[src/rtl/srfp_pkg.sv]
// ----------------------------------------------------------------------------
// srfp_pkg
// types and constants of the stepper reply frame parser
// ----------------------------------------------------------------------------
`default_nettype none

package srfp_pkg;

    // parse mode codes
    localparam logic [1:0] MODE_ARRIVAL = 2'd0;
    localparam logic [1:0] MODE_ENCODER = 2'd1;

    // shared parse state codes
    localparam logic [2:0] ST_FIRST  = 3'd0;
    localparam logic [2:0] ST_SECOND = 3'd1;
    localparam logic [2:0] ST_THIRD  = 3'd2;
    localparam logic [2:0] ST_VAL3   = 3'd3;
    localparam logic [2:0] ST_VAL2   = 3'd4;
    localparam logic [2:0] ST_VAL1   = 3'd5;
    localparam logic [2:0] ST_VAL0   = 3'd6;

    // byte values
    localparam logic [7:0] BYTE_ARR0   = 8'hFD;
    localparam logic [7:0] BYTE_ARR1   = 8'h9F;
    localparam logic [7:0] BYTE_ARR2   = 8'h6B;
    localparam logic [7:0] BYTE_FUNC   = 8'h36;
    localparam logic [7:0] BYTE_POS    = 8'h00;
    localparam logic [7:0] BYTE_NEG    = 8'h01;
    localparam logic [7:0] BYTE_ID_MIN = 8'h01;
    localparam logic [7:0] BYTE_ID_MAX = 8'h04;

    typedef struct packed {
        logic [2:0] state;
        logic [1:0] motor_sel;
        logic       negate;
    } t_parse_ctl;

    typedef struct packed {
        logic               arrival_seen;
        logic               position_valid;
        logic [1:0]         motor_index;
        logic signed [31:0] position_value;
    } t_result;

endpackage

`default_nettype wire

[src/rtl/srfp_step.sv]
// ----------------------------------------------------------------------------
// srfp_step
// per-byte next-state and result logic of the reply parser
// ----------------------------------------------------------------------------
`default_nettype none

module srfp_step (
    input  srfp_pkg::t_parse_ctl i_ctl,
    input  logic [31:8]          i_accum,
    input  logic [1:0]           i_mode,
    input  logic [7:0]           i_byte,
    output srfp_pkg::t_parse_ctl o_ctl,
    output logic [31:8]          o_accum,
    output srfp_pkg::t_result    o_res
);
    import srfp_pkg::*;

    logic [31:0] w_full;

    assign w_full = {i_accum, i_byte};

    always_comb begin
        o_ctl   = i_ctl;
        o_accum = i_accum;
        o_res   = '0;
        case (i_mode)
            MODE_ARRIVAL: begin
                case (i_ctl.state)
                    ST_FIRST: begin
                        if (i_byte == BYTE_ARR0) o_ctl.state = ST_SECOND;
                    end
                    ST_SECOND: begin
                        if (i_byte == BYTE_ARR1) o_ctl.state = ST_THIRD;
                    end
                    ST_THIRD: begin
                        if (i_byte == BYTE_ARR2) begin
                            o_ctl.state        = ST_FIRST;
                            o_res.arrival_seen = 1'b1;
                        end
                    end
                    default: o_ctl.state = ST_FIRST;
                endcase
            end
            MODE_ENCODER: begin
                case (i_ctl.state)
                    ST_FIRST: begin
                        if (i_byte inside {[BYTE_ID_MIN:BYTE_ID_MAX]}) begin
                            o_ctl.motor_sel = i_byte[1:0] - 2'd1;
                            o_ctl.state     = ST_SECOND;
                        end
                    end
                    ST_SECOND: begin
                        if (i_byte == BYTE_FUNC) o_ctl.state = ST_THIRD;
                    end
                    ST_THIRD: begin
                        if (i_byte == BYTE_NEG) begin
                            o_ctl.negate = 1'b1;
                            o_ctl.state  = ST_VAL3;
                        end else if (i_byte == BYTE_POS) begin
                            o_ctl.negate = 1'b0;
                            o_ctl.state  = ST_VAL3;
                        end
                    end
                    ST_VAL3: begin
                        o_accum     = {i_byte, 16'd0};
                        o_ctl.state = ST_VAL2;
                    end
                    ST_VAL2: begin
                        o_accum[23:16] = i_byte;
                        o_ctl.state    = ST_VAL1;
                    end
                    ST_VAL1: begin
                        o_accum[15:8] = i_byte;
                        o_ctl.state   = ST_VAL0;
                    end
                    ST_VAL0: begin
                        o_res.position_valid = 1'b1;
                        o_res.motor_index    = i_ctl.motor_sel;
                        o_res.position_value = i_ctl.negate ? (32'd0 - w_full) : w_full;
                        o_ctl.state          = ST_FIRST;
                    end
                    default: o_ctl.state = ST_FIRST;
                endcase
            end
            default: o_ctl.state = ST_FIRST;
        endcase
    end

endmodule

`default_nettype wire

[src/rtl/stepper_reply_frame_parser_core.sv]
// ----------------------------------------------------------------------------
// stepper_reply_frame_parser_core
// result: registered, valid on the output side in the cycle after byte acceptance
// throughput: one byte per cycle while the result side is not stalled, set by the single output result register
// reset: synchronous active-low, clears parse state, mode and output valid
// the value accumulator is not reset, it is always loaded before it is read
// ----------------------------------------------------------------------------
`default_nettype none

module stepper_reply_frame_parser_core (
    input  logic        i_clk,
    input  logic        i_rst_n,
    // configuration write channel (parse mode)
    input  logic        i_cfg_valid,
    output logic        o_cfg_ready,
    input  logic [1:0]  i_cfg_parse_mode,
    // received byte channel
    input  logic        i_rx_valid,
    output logic        o_rx_ready,
    input  logic [7:0]  i_rx_byte,
    // result channel
    output logic        o_res_valid,
    input  logic        i_res_ready,
    output logic        o_arrival_seen,
    output logic        o_position_valid,
    output logic [1:0]  o_motor_index,
    output logic signed [31:0] o_position_value
);
    import srfp_pkg::*;

    // mode register
    logic [1:0]  r_parse_mode;

    // parse state shared by both modes
    t_parse_ctl  r_ctl;
    t_parse_ctl  n_ctl;
    // upper three value bytes, the last byte goes straight into the result
    logic [31:8] r_accum;
    logic [31:8] n_accum;

    // output result register
    logic        r_res_valid;
    t_result     r_res;
    t_result     n_res;

    logic        w_rx_take;

    // the user must make config writes land only while idle; the block does not enforce it, the port is always open
    assign o_cfg_ready = 1'b1;

    // a new byte goes in whenever the result register is empty or draining
    assign o_rx_ready = !r_res_valid || i_res_ready;
    assign w_rx_take  = i_rx_valid && o_rx_ready;

    srfp_step u_step (
        .i_ctl   (r_ctl),
        .i_accum (r_accum),
        .i_mode  (r_parse_mode),
        .i_byte  (i_rx_byte),
        .o_ctl   (n_ctl),
        .o_accum (n_accum),
        .o_res   (n_res)
    );

    always_ff @(posedge i_clk) begin
        if (!i_rst_n) begin
            r_parse_mode <= MODE_ARRIVAL;
        end else if (i_cfg_valid && o_cfg_ready) begin
            r_parse_mode <= i_cfg_parse_mode;
        end
    end

    // control state, cleared by reset
    always_ff @(posedge i_clk) begin
        if (!i_rst_n) begin
            r_ctl <= '0;
        end else if (w_rx_take) begin
            r_ctl <= n_ctl;
        end
    end

    // accumulator payload, no reset
    always_ff @(posedge i_clk) begin
        if (w_rx_take) begin
            r_accum <= n_accum;
        end
    end

    // result valid flag
    always_ff @(posedge i_clk) begin
        if (!i_rst_n) begin
            r_res_valid <= 1'b0;
        end else if (w_rx_take) begin
            r_res_valid <= 1'b1;
        end else if (i_res_ready) begin
            r_res_valid <= 1'b0;
        end
    end

    // result payload, loaded with every accepted byte
    always_ff @(posedge i_clk) begin
        if (w_rx_take) begin
            r_res <= n_res;
        end
    end

    assign o_res_valid      = r_res_valid;
    assign o_arrival_seen   = r_res.arrival_seen;
    assign o_position_valid = r_res.position_valid;
    assign o_motor_index    = r_res.motor_index;
    assign o_position_value = r_res.position_value;

endmodule

`default_nettype wire

[config.mk]
export PLATFORM = sky130hd
export DESIGN_NAME = stepper_reply_frame_parser_core
export DESIGN_NICKNAME = d
export VERILOG_FILES = /design/src/rtl/srfp_pkg.sv /design/src/rtl/srfp_step.sv /design/src/rtl/stepper_reply_frame_parser_core.sv
export SDC_FILE = /design/constraint.sdc
export NUM_CORES = 1
export LEC_CHECK = 0
export ABC_CLOCK_PERIOD_IN_PS = 4500
export BUFFER_PORTS_ARGS = -buffer_cell sky130_fd_sc_hd__buf_4
export CORE_UTILIZATION = 60
export CTS_CLUSTER_SIZE = 10
export DETAILED_ROUTE_END_ITERATION = 12
export PLACE_DENSITY = 0.92
export SLEW_MARGIN = 20
export SYNTH_ARGS = -nofsm -noshare
export SYNTH_HDL_FRONTEND = slang
export SYNTH_SLANG_ARGS = --single-unit
[constraint.sdc]
create_clock -name i_clk -period 4.5 [get_ports i_clk]
set_input_delay 0.675 -clock i_clk [delete_from_list [all_inputs] [get_ports i_clk]]
set_output_delay 0.675 -clock i_clk [all_outputs]
set_load 0.02 [all_outputs]
==> results.tsv, run 1 <==
metric	value	unit
Clock Sinks	69	
DR DRC count	0	
Synth top area share	0.511	
clk_lat worst skew	0.35	ns
crit end category	flip-flop	
clock root cell	clkbuf_8	
top-count cell post-synth	edfxtp_1	
initial antenna violation count	0	
Rel. slew slack	0.390	
Mapped Cells	317	
CTS resizes	0	
Synth area leader	edfxtp_1	
share of post-route cells with drive strength above 1	0.216	
P per Cell Area	304	nW/µm²
initial core utilization	0.633	
Lkg Pwr	1.48	nW
Syn-to-layout area delta	16.5	%
Setup Viol. Count Final	0	
internal reg-to-reg setup slack	2.03	ns
Die W	78.7	µm
DR iter-0 viols	287	
Worst-Margin Slew	0.914	ns
vias in the first global route	2371	
status	finished, final reports clean	
wire per inst	15.8	µm
Max Fclk	345	MHz
largest net degree at the start of global routing	38	
Max Clock Skew	0.0123	ns
dpl ws	1.41	ns
Hold Path End	r_ctl[2]$_SDFFE_PN0P_	
Post-synth EDFFs	60	
Mapped Nets	337	
utilization after layout	0.737	
post-route minimum period	2.90	ns
Core Area	5570	µm²
die area	6190	µm²
final HPWL from detailed placement	4890	µm
Slew Limit Fails	0	
Fill cells	390	
WP data arrival	2.99	ns
nets@finish	385	
Top Ports	54	
Clock Tree Buf Depth	2	
Setup CP Type	in2reg	
Num CTS Buffers	9	
First-pass DRT Iterations	5	
top post-synthesis cells by count	edfxtp_1 (60), nor2_1 (44), xor2_1 (23)	
Total GRT Usage	0.248	
worst-path maximum fanout	7	
Post-synth ARST share	0	
H-tree levels	3	
Final ANT Viol Nets	0	
Placed Instances	426	
first-pass GRT wire length	11500	µm
total power	1.25	mW
diodes inserted	0	
total number of vias	2622	
setup tns final	0	ns
Mapped Area	3530	µm²
R2R cell count	5	
ys flop type	edfxtp_1	
Hold Crit Start	r_ctl[2]$_SDFFE_PN0P_	
Synth cell types	52	
PnR worst setup slack	1.60	ns
IO Port Bufs	52	
die height	78.7	µm
Startpoint Class	input pin	
HP Class	reg2reg	
CTS tree	yes	
Ys Warns	0	
#FFs+latches synth	69	
FF-to-FF End	r_accum[19]$_SDFFCE_PN0P_	
routability cong.	0.943	
final non-filler cell area	4110	µm²
hold buffers post-CTS	0	
Post-CTS Setup Inserts	0	
Syn Area/Cell	11.1	µm²
fin cells	442	
Reg clk slew, reported paths	0.07	ns
site row count	27	
worst-case vdd ir drop	232	µV
ranking of synthesized cells by area	edfxtp_1 (51%), xor2_1 (5.7%), dfxtp_1 (5.1%)	
max-cap viol count	0	
number of vias per cell	5.93	
placed cell area	3940	µm²
final wirelength	7000	µm
worst-case hold slack	0.513	ns
Final Hold Violating Endpoints	0	
gr ovfl total	0	
reg2reg start	r_parse_mode[0]$_SDFFE_PN0P_	
Hold Path Cell Cnt	1	
period utilisation layout	0.644	
Data required, critical path	4.59	ns
post-synthesis sequential area ratio	0.562	
RSZ-0062 raised after global routing	no	
[area by class of cell]
class / instances / area [µm²] / area share
clock inverter: 6 / 40.0 / 0.00974
clock buffer: 10 / 128 / 0.0311
sequential: 69 / 1980 / 0.482
tap: 72 / 90.1 / 0.0219
inverter: 14 / 52.6 / 0.0128
timing repair buffer: 54 / 405 / 0.0987
multi-input combinational: 217 / 1410 / 0.343
[state kept, by name, indices dropped and copies added, names as in the netlist]
signal	cells
r_parse_mode	2
o_position_valid	1
o_motor_index	2
r_accum	24
r_ctl	6
o_res_valid	1
o_position_value	32
o_arrival_seen	1
[per-layer routing]
| metal | wire, µm | global-route usage | vias to the layer above |
|---|---|---|---|
| met3 | 616 | 0.0500 | 18 |
| li1 | - | - | 1251 |
| met1 | 2720 | 0.310 | 1201 |
| met2 | 3530 | 0.411 | 152 |
| met4 | 128 | 0.120 | 0 |
| met5 | 0 | 0 | - |
[where the power goes]
group / internal (mW) / leakage, nW / total [mW] / switching, mW
clock: 0.198 / 0.0860 / 0.427 / 0.229
combinational: 0.0417 / 0.752 / 0.107 / 0.0651
sequential: 0.708 / 0.639 / 0.716 / 0.00841
total: 0.948 / 1.48 / 1.25 / 0.302
[worst max-delay path, cell delays in order]
cell and delay, ns:
buf_4 0.14, inv_1 0.19, ha_1 0.28, nor3b_1 0.54
nand3_1 0.34, o41ai_1 0.56, xor2_1 0.22, nor2_1 0.06
[cells by family after synthesis]
group                    synth area share
AO/OA/AOI/OAI                      0.0976
flip-flops                          0.562
multiplexers                       0.0170
buffers and inverters              0.0380
AND/OR/NAND/NOR                     0.197
adder cells (fa/ha/maj)            0.0177
other                             0.00106
XOR/XNOR                           0.0695
[how the worst max path moves through the flow]
| stage | start | to | depth (start not counted) |
|---|---|---|---|
| after CTS | i_rx_byte[0] | o_position_value[26]$_SDFFCE_PN0P_ | 8 |
| after global routing | i_rx_byte[0] | o_position_value[26]$_SDFFCE_PN0P_ | 8 |
| after floorplan | i_res_ready | r_ctl[5]$_SDFFE_PN0P_ | 5 |
| final | i_rx_byte[0] | o_position_value[26]$_SDFFCE_PN0P_ | 8 |
| after detailed placement | i_rx_byte[0] | o_position_value[26]$_SDFFCE_PN0P_ | 8 |
| after global placement | i_rx_byte[0] | o_position_value[26]$_SDFFCE_PN0P_ | 8 |
[layout by cell type, fill, tap and decap left out, types with 3 or more instances in the layout]
| cell type | count |
|---|---|
| a21oi_1 | 6 |
| and2_1 | 7 |
| buf_4 | 54 |
| clkbuf_8 | 9 |
| clkinv_2 | 3 |
| dfxtp_1 | 9 |
| edfxtp_1 | 60 |
| ha_1 | 5 |
| inv_1 | 13 |
| mux2i_1 | 6 |
| nand2_1 | 18 |
| nand2b_1 | 7 |
| nand3_1 | 6 |
| nand4_1 | 4 |
| nand4b_1 | 4 |
| nor2_1 | 44 |
| nor2b_1 | 4 |
| nor3_1 | 12 |
| nor4_1 | 5 |
| o21ai_0 | 8 |
| o31ai_1 | 9 |
| o41ai_1 | 8 |
| xnor2_1 | 5 |
| xor2_1 | 23 |
No activity file was read; power rests on OpenSTA's default activity.
==> run 2, diff against run 1 <==
--- a/config.mk
+++ b/config.mk
@@ -5,12 +5,12 @@
 export SDC_FILE = /design/constraint.sdc
 export NUM_CORES = 1
 export LEC_CHECK = 0
-export ABC_CLOCK_PERIOD_IN_PS = 4500
+export ABC_CLOCK_PERIOD_IN_PS = 2650
 export BUFFER_PORTS_ARGS = -buffer_cell sky130_fd_sc_hd__buf_4
-export CORE_UTILIZATION = 60
+export CORE_UTILIZATION = 51
 export CTS_CLUSTER_SIZE = 10
 export DETAILED_ROUTE_END_ITERATION = 12
-export PLACE_DENSITY = 0.92
+export PLACE_DENSITY = 0.84
 export SLEW_MARGIN = 20
 export SYNTH_ARGS = -nofsm -noshare
 export SYNTH_HDL_FRONTEND = slang
==> constraint.sdc (replaced) <==
create_clock -name i_clk -period 2.65 [get_ports i_clk]
set_input_delay 0.3975 -clock i_clk [delete_from_list [all_inputs] [get_ports i_clk]]
set_output_delay 0.3975 -clock i_clk [all_outputs]
set_load 0.02 [all_outputs]
==> run 2 against run 1 <==
Against the previous run:
- setup slack got worse by 1.3 ns
- critical path depth unchanged
- register-to-register slack got worse by 1.6 ns
- cell area increased by 3.7%
==> results.tsv, run 2 (synthesis results as in run 1) <==
metric	value	unit	change
status	finished, final reports clean		unchanged
reg2reg start	r_accum[16]$_SDFFCE_PN0P_		was r_parse_mode[0]$_SDFFE_PN0P_
final HPWL from detailed placement	5300	µm	was 4890 µm
clock root cell	clkbuf_8		unchanged
diodes inserted	0		unchanged
Total GRT Usage	0.229		was 0.248
Clock Tree Buf Depth	2		unchanged
commonest non-fill, non-tap cells in the layout	buf_4 (66), edfxtp_1 (60), nor2_1 (44), xor2_1 (23), nand2_1 (18)		was edfxtp_1 (60), buf_4 (54), nor2_1 (44), xor2_1 (23), nand2_1 (18)
Lkg Pwr	1.56	nW	was 1.48 nW
Die W	85.2	µm	was 78.7 µm
final non-filler cell area	4260	µm²	was 4110 µm²
Top Ports	54		unchanged
CP peak stage delay	0.47	ns	was 0.56 ns
sw frac	0.237		was 0.242
Slew Limit Fails	0		unchanged
placed cell area	4040	µm²	was 3940 µm²
Data required, critical path	2.76	ns	was 4.59 ns
DR iter-0 viols	174		was 287
total power	2.37	mW	was 1.25 mW
First-pass DRT Iterations	5		unchanged
Reg power frac	0.512		was 0.573
initial antenna violation count	0		unchanged
Setup Viol. Count Final	0		unchanged
WP data arrival	2.47	ns	was 2.99 ns
HP Class	in2reg		was reg2reg
Max Fclk	423	MHz	
max reg flops	32		unchanged
first-pass GRT wire length	12500	µm	was 11500 µm
Worst-Margin Slew	0.690	ns	was 0.914 ns
FF-to-FF End	o_position_value[26]$_SDFFCE_PN0P_		was r_accum[19]$_SDFFCE_PN0P_
CTS tree	yes		unchanged
final wirelength	7640	µm	was 7000 µm
worst-path maximum fanout	7		unchanged
hold buffers post-CTS	0		unchanged
RSZ-0062 raised after global routing	no		unchanged
Num CTS Buffers	9		unchanged
Final Hold Violating Endpoints	0		unchanged
crit-path cells	buf_4, inv_1, ha_1, nor3b_1, nand3_1, o41ai_1, xor2_1, nor2_1		unchanged
P_int	1.81	mW	was 0.948 mW
Clock Sinks	69		unchanged
DR DRC count	0		unchanged
internal reg-to-reg setup slack	0.40	ns	was 2.03 ns
Final ANT Viol Nets	0		unchanged
worst-case vdd ir drop	346	µV	was 232 µV
slowest CP cell	o41ai_1		unchanged
Post-CTS Setup Inserts	0		unchanged
routability cong.	0.931		was 0.943
initial core utilization	0.543		was 0.633
Combinational Power Share	0.079		was 0.085
Setup CP Type	in2reg		unchanged
gr ovfl total	0		unchanged
Rel. slew slack	0.536		was 0.390
R2R cell count	5		unchanged
setup tns final	0	ns	unchanged
die area	7250	µm²	was 6190 µm²
commonest non-fill, non-tap cell in the layout	buf_4		was edfxtp_1
crit end category	flip-flop		unchanged
Startpoint Class	input pin		unchanged
Hold Path End	r_accum[27]$_DFFE_PP_		was r_ctl[2]$_SDFFE_PN0P_
max-cap viol count	0		unchanged
H-tree levels	3		unchanged
Clock power frac	0.409		was 0.342
P_sw	0.563	mW	was 0.302 mW
Reg area	1980	µm²	unchanged
post-route minimum period	2.37	ns	
Hold Path Cell Cnt	1		unchanged
die height	85.2	µm	was 78.7 µm
Fill cells	496		was 390
Syn-to-layout area delta	20.8	%	was 16.5%
IO Port Bufs	52		unchanged
number of vias per cell	5.91		was 5.93
wire per inst	16.6	µm	was 15.8 µm
share of post-route cells with drive strength above 1	0.243		was 0.216
clk_lat worst skew	0.35	ns	about the same
area of the multi-input gates	1410	µm²	about the same
vias in the first global route	2588		was 2371
site row count	29		was 27
CTS resizes	0		unchanged
Reg clk slew, reported paths	0.08	ns	was 0.07 ns
P per Cell Area	557	nW/µm²	was 304 nW/µm²
total number of vias	2712		was 2622
Max Clock Skew	0.00844	ns	was 0.0123 ns
nets@finish	397		was 385
Hold Crit Start	i_rx_byte[3]		was r_ctl[2]$_SDFFE_PN0P_
largest net degree at the start of global routing	38		unchanged
period utilisation layout	0.893		
Core Area	6490	µm²	was 5570 µm²
-- run 2: worst max-delay path by stage --
stage	from	to	slack (ns)
6_report	i_rx_byte[0]	o_position_value[26]$_SDFFCE_PN0P_	0.28
4_1_cts	i_rx_byte[0]	o_position_value[26]$_SDFFCE_PN0P_	0.34
2_1_floorplan	i_res_ready	r_ctl[5]$_SDFFE_PN0P_	0.31
3_3_place_gp	i_rx_byte[0]	r_ctl[5]$_SDFFE_PN0P_	0.17
5_1_grt	i_rx_byte[0]	o_position_value[26]$_SDFFCE_PN0P_	0.20
3_5_place_dp	i_rx_byte[0]	o_position_value[26]$_SDFFCE_PN0P_	0.07
-- run 2: area by class of cell --
class	instances	share of cell area
sequential	69	0.465
inverter	14	0.0123
tap	77	0.0226
multi-input combinational	217	0.332
clock buffer	9	0.0291
clock inverter	7	0.0229
timing repair buffer	66	0.116
-- run 2: power by group through the flow --
stage	logic [mW]	clock network, mW	registers (mW)
floorplan	0.0730	0	1.27
global placement	0.183	0	1.24
detailed placement	0.188	0	1.24
CTS	0.189	0.977	1.22
global route	0.203	1.02	1.22
finish	0.189	0.970	1.21
-- run 2: metrics by stage --
| step | setup WS [ns] | hold slack [ns] | utilization | instances |
|---|---|---|---|---|
| floorplan | 0.305 | 0.472 | - | 317 |
| global placement | 0.171 | 0.484 | 0.622 | 443 |
| detailed placement | 0.0723 | 0.493 | 0.622 | 443 |
| CTS | 0.341 | 0.259 | 0.656 | 459 |
| global route | 0.196 | 0.272 | 0.656 | 459 |
| finish | 0.284 | 0.274 | 0.656 | 459 |
-- run 2: metal layers --
layer	up-vias	global-route usage	routed length, µm
met5	-	0	0
met4	0	0.139	245
met3	26	0.0516	602
met2	148	0.371	3730
met1	1265	0.279	3060
li1	1273	-	-
-- run 2: worst max-delay path, delay by kind of cell --
family | cells | cell delay (ns)
AND/OR/NAND/NOR | 3 | 0.82
AO/OA/AOI/OAI | 1 | 0.47
buffers and inverters | 2 | 0.32
adder cells (fa/ha/maj) | 1 | 0.28
XOR/XNOR | 1 | 0.18
